<file path="config.mk">
export PLATFORM = sky130hd
export DESIGN_NAME = complementary_pwm_deadtime_top
export DESIGN_NICKNAME = d
export VERILOG_FILES = /design/src/design/cpwm_pkg.sv /design/src/design/cpwm_pair.sv /design/src/design/complementary_pwm_deadtime_top.sv
export SDC_FILE = /design/constraint.sdc
export NUM_CORES = 2
export LEC_CHECK = 0
export BUFFER_PORTS_ARGS = -buffer_cell sky130_fd_sc_hd__clkbuf_2
export CAP_MARGIN = 20
export CORE_AREA = 4 4 260 262
export DETAILED_ROUTE_END_ITERATION = 7
export DIE_AREA = 0 0 264 266
export GPL_TIMING_DRIVEN = 0
export SYNTH_ARGS = -nofsm -noshare
export SYNTH_HDL_FRONTEND = slang
export SYNTH_SLANG_ARGS = --single-unit
</file>
<file path="constraint.sdc">
create_clock -name clock -period 17.4 [get_ports clock]
set_input_delay 0.87 -clock clock [delete_from_list [all_inputs] [get_ports clock]]
set_output_delay 0.87 -clock clock [all_outputs]
set_load 0.005 [all_outputs]
</file>
<file path="src/design/cpwm_pkg.sv">
`timescale 1ns / 1ps
`default_nettype none

package cpwm_pkg;

   localparam int COUNTER_WIDTH_DEFAULT = 16;
   localparam int PAIR_COUNT_DEFAULT    = 4;

   localparam int CSR_INDEX_WIDTH = 3;
   localparam int CSR_DATA_WIDTH  = 16;
   localparam int TOP_WIDTH       = 16;
   localparam int PERCENT_WIDTH   = 7;
   localparam int MASK_WIDTH      = 4;
   localparam int LEVEL_PAIRS     = 4;
   localparam int LEVEL_WIDTH     = 2 * LEVEL_PAIRS;
   localparam int OUT_CNT_WIDTH   = 16;
   localparam int DIVIDER_WIDTH   = 7;
   localparam int PRESCALE_WIDTH  = 3;
   localparam int DT_CODE_WIDTH   = 2;
   localparam int DT_VALUE_WIDTH  = 6;
   localparam int DEAD_WIDTH      = 10;

   localparam logic [CSR_INDEX_WIDTH-1:0] CSR_PERIOD_TOP        = 3'd0;
   localparam logic [CSR_INDEX_WIDTH-1:0] CSR_COUNTER_START     = 3'd1;
   localparam logic [CSR_INDEX_WIDTH-1:0] CSR_CLOCK_PRESCALE    = 3'd2;
   localparam logic [CSR_INDEX_WIDTH-1:0] CSR_DEADTIME_PRESCALE = 3'd3;
   localparam logic [CSR_INDEX_WIDTH-1:0] CSR_DEADTIME_VALUE    = 3'd4;

   localparam logic [TOP_WIDTH-1:0]      PERIOD_TOP_RESET    = 16'd170;
   localparam logic [TOP_WIDTH-1:0]      COUNTER_START_RESET = 16'd0;
   localparam logic [PRESCALE_WIDTH-1:0] CLOCK_PRESCALE_RESET = 3'd0;
   localparam logic [DT_CODE_WIDTH-1:0]  DT_PRESCALE_RESET   = 2'd2;
   localparam logic [DT_VALUE_WIDTH-1:0] DT_VALUE_RESET      = 6'd3;

   localparam logic [PERCENT_WIDTH-1:0] DUTY_MAX = 7'd100;

   // Division by 100 as a multiply by a rounded-up reciprocal, exact below 2^23.
   localparam int PRODUCT_WIDTH = PERCENT_WIDTH + TOP_WIDTH;
   localparam int RECIP_WIDTH   = 24;
   localparam int RECIP_SHIFT   = 30;
   localparam int QUOT_WIDTH    = PRODUCT_WIDTH + RECIP_WIDTH;
   localparam logic [RECIP_WIDTH-1:0] DIV100_RECIP = 24'd10737419;

   localparam logic [DT_CODE_WIDTH-1:0] DT_CODE_X4  = 2'd2;
   localparam logic [DT_CODE_WIDTH-1:0] DT_CODE_X16 = 2'd3;

   typedef struct packed {
      logic                  tick;
      logic                  reload;
      logic [DEAD_WIDTH-1:0] dead_ticks;
   } pair_ctrl_type;

   function automatic logic [DEAD_WIDTH-1:0] dead_ticks_of(
      input logic [DT_CODE_WIDTH-1:0]  code,
      input logic [DT_VALUE_WIDTH-1:0] value
   );
      logic [DEAD_WIDTH-1:0] base;
      base = DEAD_WIDTH'(value);
      case (code)
         DT_CODE_X4:  dead_ticks_of = base << 2;
         DT_CODE_X16: dead_ticks_of = base << 4;
         default:     dead_ticks_of = base;
      endcase
   endfunction

endpackage

`default_nettype wire

</file>
<file path="src/design/cpwm_pair.sv">
`timescale 1ns / 1ps
`default_nettype none

module cpwm_pair #(
   parameter int COUNTER_WIDTH = cpwm_pkg::COUNTER_WIDTH_DEFAULT
) (
   input  wire logic                         clock,
   input  wire logic                         reset,
   input  wire cpwm_pkg::pair_ctrl_type      ctrl,
   input  wire logic                         write_en,
   input  wire logic [COUNTER_WIDTH-1:0]     write_match,
   input  wire logic [COUNTER_WIDTH-1:0]     counter_in,
   output logic      [1:0]                   level_in
);
   import cpwm_pkg::*;

   logic [COUNTER_WIDTH-1:0] active_ff, active_in;
   logic [COUNTER_WIDTH-1:0] shadow_ff, shadow_in;
   logic                     raw_ff, raw_in;
   logic [DEAD_WIDTH-1:0]    dead_ff, dead_in;

   always_comb begin
      shadow_in = write_en ? write_match : shadow_ff;
      active_in = (ctrl.tick && ctrl.reload) ? shadow_ff : active_ff;
      raw_in    = raw_ff;
      dead_in   = dead_ff;
      if (ctrl.tick) begin
         raw_in = (counter_in >= active_in);
         if (raw_in != raw_ff) begin
            dead_in = ctrl.dead_ticks;
         end else if (dead_ff != '0) begin
            dead_in = dead_ff - DEAD_WIDTH'(1);
         end
      end
      if (dead_in != '0) begin
         level_in = 2'b00;
      end else begin
         level_in = {~raw_in, raw_in};
      end
   end

   always_ff @(posedge clock) begin
      if (reset) begin
         active_ff <= '0;
         shadow_ff <= '0;
         raw_ff    <= 1'b0;
         dead_ff   <= '0;
      end else begin
         active_ff <= active_in;
         shadow_ff <= shadow_in;
         raw_ff    <= raw_in;
         dead_ff   <= dead_in;
      end
   end

endmodule

`default_nettype wire

</file>
<file path="src/design/complementary_pwm_deadtime_top.sv">
`timescale 1ns / 1ps
`default_nettype none

// Complementary edge-aligned PWM generator with dead-time insertion. Each request beat is
// either one timer tick or one duty write, and every beat yields exactly one response
// beat carrying the channel levels, the period counter and the reload flag after that
// beat. One beat is accepted every clock cycle unless the response side stalls; the
// response passes through the input register, which holds the beat with percent times
// top already formed, and then the response register, which the state update pass fills.
// That single pass per beat sets the one-beat-per-cycle rate. Configuration writes are
// accepted at any time but must only be issued while no beat is in flight. No clearing
// pass follows reset.
module complementary_pwm_deadtime_top #(
   parameter int COUNTER_WIDTH = cpwm_pkg::COUNTER_WIDTH_DEFAULT,
   parameter int PAIR_COUNT    = cpwm_pkg::PAIR_COUNT_DEFAULT
) (
   input  wire logic                                   clock,
   input  wire logic                                   reset,
   input  wire logic                                   req_valid,
   output logic                                        req_stall,
   input  wire logic                                   req_mode,
   input  wire logic [cpwm_pkg::PERCENT_WIDTH-1:0]     req_duty_percent,
   input  wire logic [cpwm_pkg::MASK_WIDTH-1:0]        req_pair_mask,
   output logic                                        rsp_valid,
   input  wire logic                                   rsp_stall,
   output logic      [cpwm_pkg::LEVEL_WIDTH-1:0]       rsp_channel_levels,
   output logic      [cpwm_pkg::OUT_CNT_WIDTH-1:0]     rsp_counter_value,
   output logic                                        rsp_reload_done,
   input  wire logic                                   csr_valid,
   output logic                                        csr_ready,
   input  wire logic [cpwm_pkg::CSR_INDEX_WIDTH-1:0]   csr_index,
   input  wire logic [cpwm_pkg::CSR_DATA_WIDTH-1:0]    csr_data
);
   import cpwm_pkg::*;

   localparam int CMP_WIDTH = (COUNTER_WIDTH > TOP_WIDTH) ? COUNTER_WIDTH : TOP_WIDTH;

   logic [TOP_WIDTH-1:0]      period_top_ff;
   logic [TOP_WIDTH-1:0]      counter_start_ff;
   logic [PRESCALE_WIDTH-1:0] clock_prescale_ff;
   logic [DT_CODE_WIDTH-1:0]  dt_prescale_ff;
   logic [DT_VALUE_WIDTH-1:0] dt_value_ff;

   logic                     in_valid_ff;
   logic                     in_mode_ff;
   logic [PRODUCT_WIDTH-1:0] in_product_ff;
   logic [MASK_WIDTH-1:0]    in_mask_ff;

   logic                     rsp_valid_ff;
   logic [LEVEL_WIDTH-1:0]   rsp_levels_ff;
   logic [OUT_CNT_WIDTH-1:0] rsp_counter_ff;
   logic                     rsp_reload_ff;

   logic [COUNTER_WIDTH-1:0] counter_ff, counter_in;
   logic [DIVIDER_WIDTH-1:0] divider_ff, divider_in;
   logic                     pending_ff, pending_in;

   logic                     accept;
   logic                     fire;
   logic                     tick;
   logic                     reload_in;
   logic [PERCENT_WIDTH-1:0] percent_sat;
   logic [PRODUCT_WIDTH-1:0] product_in;
   logic [QUOT_WIDTH-1:0]    quot_full;
   logic [COUNTER_WIDTH-1:0] match_in;
   logic [DIVIDER_WIDTH:0]   limit_full;
   logic [DIVIDER_WIDTH-1:0] limit;
   pair_ctrl_type            pair_ctrl;
   logic [2*PAIR_COUNT-1:0]  pair_levels;
   logic [LEVEL_WIDTH-1:0]   levels_in;

   assign csr_ready = 1'b1;
   assign fire      = in_valid_ff && (!rsp_valid_ff || !rsp_stall);
   assign req_stall = in_valid_ff && !fire;
   assign accept    = req_valid && !req_stall;
   assign tick      = fire && !in_mode_ff;

   assign percent_sat = (req_duty_percent > DUTY_MAX) ? DUTY_MAX : req_duty_percent;
   assign product_in  = PRODUCT_WIDTH'(percent_sat) * PRODUCT_WIDTH'(period_top_ff);
   assign quot_full   = QUOT_WIDTH'(in_product_ff) * QUOT_WIDTH'(DIV100_RECIP);
   assign match_in    = COUNTER_WIDTH'(quot_full[RECIP_SHIFT +: OUT_CNT_WIDTH]);

   assign limit_full = (DIVIDER_WIDTH+1)'(1) << clock_prescale_ff;
   assign limit      = DIVIDER_WIDTH'(limit_full - (DIVIDER_WIDTH+1)'(1));

   always_comb begin
      counter_in = counter_ff;
      divider_in = divider_ff;
      pending_in = pending_ff;
      reload_in  = 1'b0;
      if (fire && in_mode_ff) begin
         pending_in = 1'b1;
      end else if (tick) begin
         if (divider_ff >= limit) begin
            divider_in = '0;
            if (CMP_WIDTH'(counter_ff) >= CMP_WIDTH'(period_top_ff)) begin
               counter_in = COUNTER_WIDTH'(counter_start_ff);
               if (pending_ff) begin
                  pending_in = 1'b0;
                  reload_in  = 1'b1;
               end
            end else begin
               counter_in = counter_ff + COUNTER_WIDTH'(1);
            end
         end else begin
            divider_in = divider_ff + DIVIDER_WIDTH'(1);
         end
      end
   end

   assign pair_ctrl.tick       = tick;
   assign pair_ctrl.reload     = reload_in;
   assign pair_ctrl.dead_ticks = dead_ticks_of(dt_prescale_ff, dt_value_ff);

   for (genvar k = 0; k < PAIR_COUNT; k++) begin : g_pair
      logic write_en;
      if (k < MASK_WIDTH) begin : g_write
         assign write_en = fire && in_mode_ff && in_mask_ff[k];
      end else begin : g_nowrite
         assign write_en = 1'b0;
      end
      cpwm_pair #(
         .COUNTER_WIDTH (COUNTER_WIDTH)
      ) u_pair (
         .clock       (clock),
         .reset       (reset),
         .ctrl        (pair_ctrl),
         .write_en    (write_en),
         .write_match (match_in),
         .counter_in  (counter_in),
         .level_in    (pair_levels[2*k +: 2])
      );
   end

   for (genvar k = 0; k < LEVEL_PAIRS; k++) begin : g_level
      if (k < PAIR_COUNT) begin : g_used
         assign levels_in[2*k +: 2] = pair_levels[2*k +: 2];
      end else begin : g_unused
         assign levels_in[2*k +: 2] = 2'b00;
      end
   end

   always_ff @(posedge clock) begin
      if (reset) begin
         period_top_ff     <= PERIOD_TOP_RESET;
         counter_start_ff  <= COUNTER_START_RESET;
         clock_prescale_ff <= CLOCK_PRESCALE_RESET;
         dt_prescale_ff    <= DT_PRESCALE_RESET;
         dt_value_ff       <= DT_VALUE_RESET;
      end else if (csr_valid && csr_ready) begin
         case (csr_index)
            CSR_PERIOD_TOP:        period_top_ff     <= csr_data;
            CSR_COUNTER_START:     counter_start_ff  <= csr_data;
            CSR_CLOCK_PRESCALE:    clock_prescale_ff <= csr_data[PRESCALE_WIDTH-1:0];
            CSR_DEADTIME_PRESCALE: dt_prescale_ff    <= csr_data[DT_CODE_WIDTH-1:0];
            CSR_DEADTIME_VALUE:    dt_value_ff       <= csr_data[DT_VALUE_WIDTH-1:0];
            default: ;
         endcase
      end
   end

   always_ff @(posedge clock) begin
      if (reset) begin
         counter_ff <= COUNTER_WIDTH'(COUNTER_START_RESET);
         divider_ff <= '0;
         pending_ff <= 1'b0;
      end else begin
         counter_ff <= counter_in;
         divider_ff <= divider_in;
         pending_ff <= pending_in;
      end
   end

   always_ff @(posedge clock) begin
      if (reset) begin
         in_valid_ff <= 1'b0;
      end else if (accept) begin
         in_valid_ff <= 1'b1;
      end else if (fire) begin
         in_valid_ff <= 1'b0;
      end
   end

   always_ff @(posedge clock) begin
      if (accept) begin
         in_mode_ff    <= req_mode;
         in_product_ff <= product_in;
         in_mask_ff    <= req_pair_mask;
      end
   end

   always_ff @(posedge clock) begin
      if (reset) begin
         rsp_valid_ff <= 1'b0;
      end else if (fire) begin
         rsp_valid_ff <= 1'b1;
      end else if (!rsp_stall) begin
         rsp_valid_ff <= 1'b0;
      end
   end

   always_ff @(posedge clock) begin
      if (fire) begin
         rsp_levels_ff  <= levels_in;
         rsp_counter_ff <= OUT_CNT_WIDTH'(counter_in);
         rsp_reload_ff  <= reload_in;
      end
   end

   assign rsp_valid          = rsp_valid_ff;
   assign rsp_channel_levels = rsp_levels_ff;
   assign rsp_counter_value  = rsp_counter_ff;
   assign rsp_reload_done    = rsp_reload_ff;

   a_stall_only_when_full: assert property (@(posedge clock) disable iff (reset)
      req_stall |-> (in_valid_ff && rsp_valid_ff && rsp_stall))
      else $error("request stalled without a blocked beat in the input register");

   a_reload_clears_pending: assert property (@(posedge clock) disable iff (reset)
      (tick && reload_in) |=> !pending_ff)
      else $error("pending load survived a reload");

   a_pair_never_both_high: assert property (@(posedge clock) disable iff (reset)
      rsp_valid_ff |-> ((rsp_levels_ff & (rsp_levels_ff >> 1) & 8'h55) == 8'h00))
      else $error("both channels of a pair driven high");

endmodule

`default_nettype wire

</file>
==> results.md <==
* Port bufs at 59
* Hold WS at 0.4507 ns
* Site Rows at 94
* Max-Cap Viols at 0
* Vias in the first global route at 20612
* Tcrit/Tclk final at 47.22%
* Initial antenna violation count at 4
* Tot GR Track Use at between 20 and 25%
* ANT nets after route at 0
* CTS tree: yes
* Num CTS Buffers at 36
* Share of the yosys chip area belonging to registers at between 20% and 30%
* EDFF count, synth at 53
* Area Overhead vs Synth at 10.06%
* FF-to-FF Start: in_product_ff[6]
* First-pass GRT wire length at 114800 um
* Vias per cell at 5.294
* Area of the die at approximately 70000 um2
* CP Max Fanout at 7
* Ys Warns at 0
* Status: finished, final reports clean
* Cells on worst reg2reg path at 23
* Grt ovf at 0
* Layout cells sized above 1 at under 10%
* Clock insertion delay at the later pin of the skew report at 0.56 ns
* Simple logic cell fraction of the synthesized area at between 10% and 20%
* Root Buffer: clkbuf_16
* Grt peak-use layer: met2
* Hold Crit Depth at 2
* Synth Cell Area at 25970 um2
* Post-DP HPWL at 57520 um
* CP Capture Point: g_pair[2].u_pair.shadow_ff[10]
* Cells after Synth at roughly 2800
* Post-Syn Nets at 3456
* Adder-cell area share of the yosys netlist at roughly two fifths
* Reg2reg end: g_pair[2].u_pair.shadow_ff[10]
* Final Max Slew Viols at 0
* Worst-case clock buffer depth at 3
* DRT Pass-1 Iters at 8
* Crit Path Class: flop to flop
* Number of diodes at 0
* Share of flip-flops with an asynchronous set or reset at 0%
* Post-CTS Resized at 0
* Initial core utilization at 39.71%
* Die width at approximately 260 um
* Most frequent cells in the layout: inv_1, ha_1, nand2_1, fa_1, dfxtp_1
* Crit. End Element: flop
* Routed Wire Length at 72020 um
* Syn_area_per_cell at 9.324 um2
* Die Y at 266 um
* Setup ws final at 9.184 ns
* #FFs+latches synth at a little under 300
* CTS sink cnt at 294
* Reg2reg setup slack at a little over 9 ns
* Final setup viols at 0
* Leading cell type in the layout, fill and taps excluded: inv_1
* GRT met2 Usage at 32.48%
* # IOs at 64
* Clk_skew at 0.03303 ns
* Routability cong. at 0.9021
* H-tree depth at 2
* # hold bufs at CTS at 0
* Met1 usage at 29.59%
* Final Hold Viols at 0
* Iter 0 DRT Violations at 1439
* RSZ-0062 raised after global routing: false
* Synth Flop Type: dfxtp_1
* Hold crit path type: flop to flop
* Largest net degree at the start of global routing at 31
* DR vias at 20013
* Max Fclk at approximately 0.12 GHz
* CP startpoint kind: flop
* Proportion of synthesized area in mux cells at 3.619%
* DP Worst Slack at 9.216 ns
* Fin nets at 3560
* GR Util met3 at 3.509%
* Clk pin slew, worst setup/hold paths at 0.06 ns
* Worst Setup SP: in_product_ff[6]
* Core ar. at 65390 um2
* Post-CTS Setup Inserts at 0
* XOR/XNOR share of the synthesized area at 1.580%
* Main combinational cell family by area after synthesis: adder cells
* Netlist cell types at 76
* Total negative slack at 0 ns
* WP data required at 17.83 ns
* Slew @ Worst Pin at 1.182 ns
* Residual DRC at 0
* Synth Area in Compound Gates at under 10%
* WP data arrival at 8.64 ns
* Max_slew headroom at 21.17%
* Wire per inst at 19.05 um
* Min Tclk post-route at 8.216 ns
* Final Util at 43.70%
## worst max-delay path: stages, from the launching register on
cell and delay, ns:
edfxtp_1 0.59, fa_1 0.65, inv_1 0.08, fa_1 0.53, inv_1 0.05, fa_1 0.56
inv_1 0.07, fa_1 0.52, fa_1 0.45, fa_1 0.55, inv_1 0.07, fa_1 0.47
ha_1 0.30, and3_1 0.14, nand4_1 0.19, or4_1 0.56, o211ai_1 0.23, o211ai_1 0.31
o31ai_1 0.45, a21oi_1 0.15, xor2_1 0.80, nor2_1 0.12, a21oi_1 0.18, nor2_1 0.05
## through the flow
stage / instance area, um2 / instances
floorplan: 25970 / 2785
global placement: 27340 / 3708
detailed placement: 27440 / 3715
CTS: 28580 / 3780
global route: 28580 / 3780
finish: 28580 / 3780
## state kept, by name, indices dropped and copies added, names as in the netlist
name / count
clock_prescale_ff: 3
counter_ff: 16
counter_start_ff: 16
divider_ff: 7
dt_prescale_ff: 2
dt_value_ff: 6
g_pair.u_pair.active_ff: 64
g_pair.u_pair.dead_ff: 40
g_pair.u_pair.raw_ff: 4
g_pair.u_pair.shadow_ff: 64
in_mask_ff: 4
in_mode_ff: 1
in_product_ff: 23
in_valid_ff: 1
pending_ff: 1
period_top_ff: 16
rsp_channel_levels: 8
rsp_counter_value: 16
rsp_reload_done: 1
rsp_valid: 1
## Yosys cell counts, types with 6 or more instances
cell type | n | area, um2
edfxtp_1 | 53 | 1592
and3_1 | 29 | 181.4
o211ai_1 | 8 | 60.06
or3_1 | 19 | 118.9
a21o_1 | 49 | 367.9
nand3_1 | 44 | 220.2
a21oi_1 | 181 | 905.9
fa_1 | 264 | 5285
a221oi_1 | 19 | 166.4
and2_1 | 32 | 200.2
a211oi_1 | 26 | 195.2
xnor2_1 | 29 | 254.0
dfxtp_1 | 241 | 4825
nand2b_1 | 23 | 143.9
and4_1 | 7 | 61.31
xor2_1 | 16 | 140.1
clkbuf_1 | 84 | 315.3
ha_1 | 371 | 4642
or4_1 | 9 | 67.56
mux2i_1 | 86 | 860.8
a31oi_1 | 6 | 37.54
buf_1 | 9 | 33.78
nor2b_1 | 22 | 137.6
buf_8 | 6 | 90.09
or2_2 | 9 | 56.30
nor2_1 | 226 | 848.3
a22oi_1 | 6 | 45.04
inv_1 | 391 | 1468
o22ai_1 | 8 | 50.05
nor3_1 | 40 | 200.2
nand2_1 | 291 | 1092
o21ai_0 | 53 | 265.3
nor4_1 | 16 | 100.1
nand4_1 | 22 | 137.6
o21a_1 | 10 | 75.07
a211o_1 | 12 | 105.1
## cells by family after synthesis
kind of cell | count (synthesis)
other | 1
buffers and inverters | 495
AOI/OAI and AO/OA | 412
xor gates and xnor gates | 46
and+or+nand+nor | 809
muxes | 93
DFF | 294
adders and majority gates | 635
## worst min-delay path by stage
stage	slack, ns	from	endpoint
after CTS	0.46	g_pair[3].u_pair.shadow_ff[6]	g_pair[3].u_pair.shadow_ff[6]
after global routing	0.46	counter_start_ff[4]	counter_start_ff[4]
after floorplan	0.43	g_pair[0].u_pair.shadow_ff[15]	g_pair[0].u_pair.shadow_ff[15]
after detailed placement	0.45	g_pair[3].u_pair.shadow_ff[15]	g_pair[3].u_pair.shadow_ff[15]
after global placement	0.44	g_pair[1].u_pair.shadow_ff[0]	g_pair[1].u_pair.shadow_ff[0]
final	0.45	g_pair[3].u_pair.shadow_ff[6]	g_pair[3].u_pair.shadow_ff[6]
## metal layers
metal | up-vias | routed length, um
met5 | - | 0
li1 | 9518 | -
met4 | 0 | 1791
met2 | 579 | 31910
met3 | 104 | 4802
met1 | 9812 | 33510
## cell type report
type | instances | area [um2]
buffer | 104 | 475.5
clock buffer | 52 | 1033
clock inverter | 13 | 108.9
fill | 6443 | 36820
inverter | 391 | 1468
multi-input combinational | 1996 | 17620
sequential | 294 | 6416
tap | 864 | 1081
timing repair buffer | 66 | 375.4
Power is not shown: default switching activity piles up to over one toggle a cycle in this logic, so the estimate is an artifact.
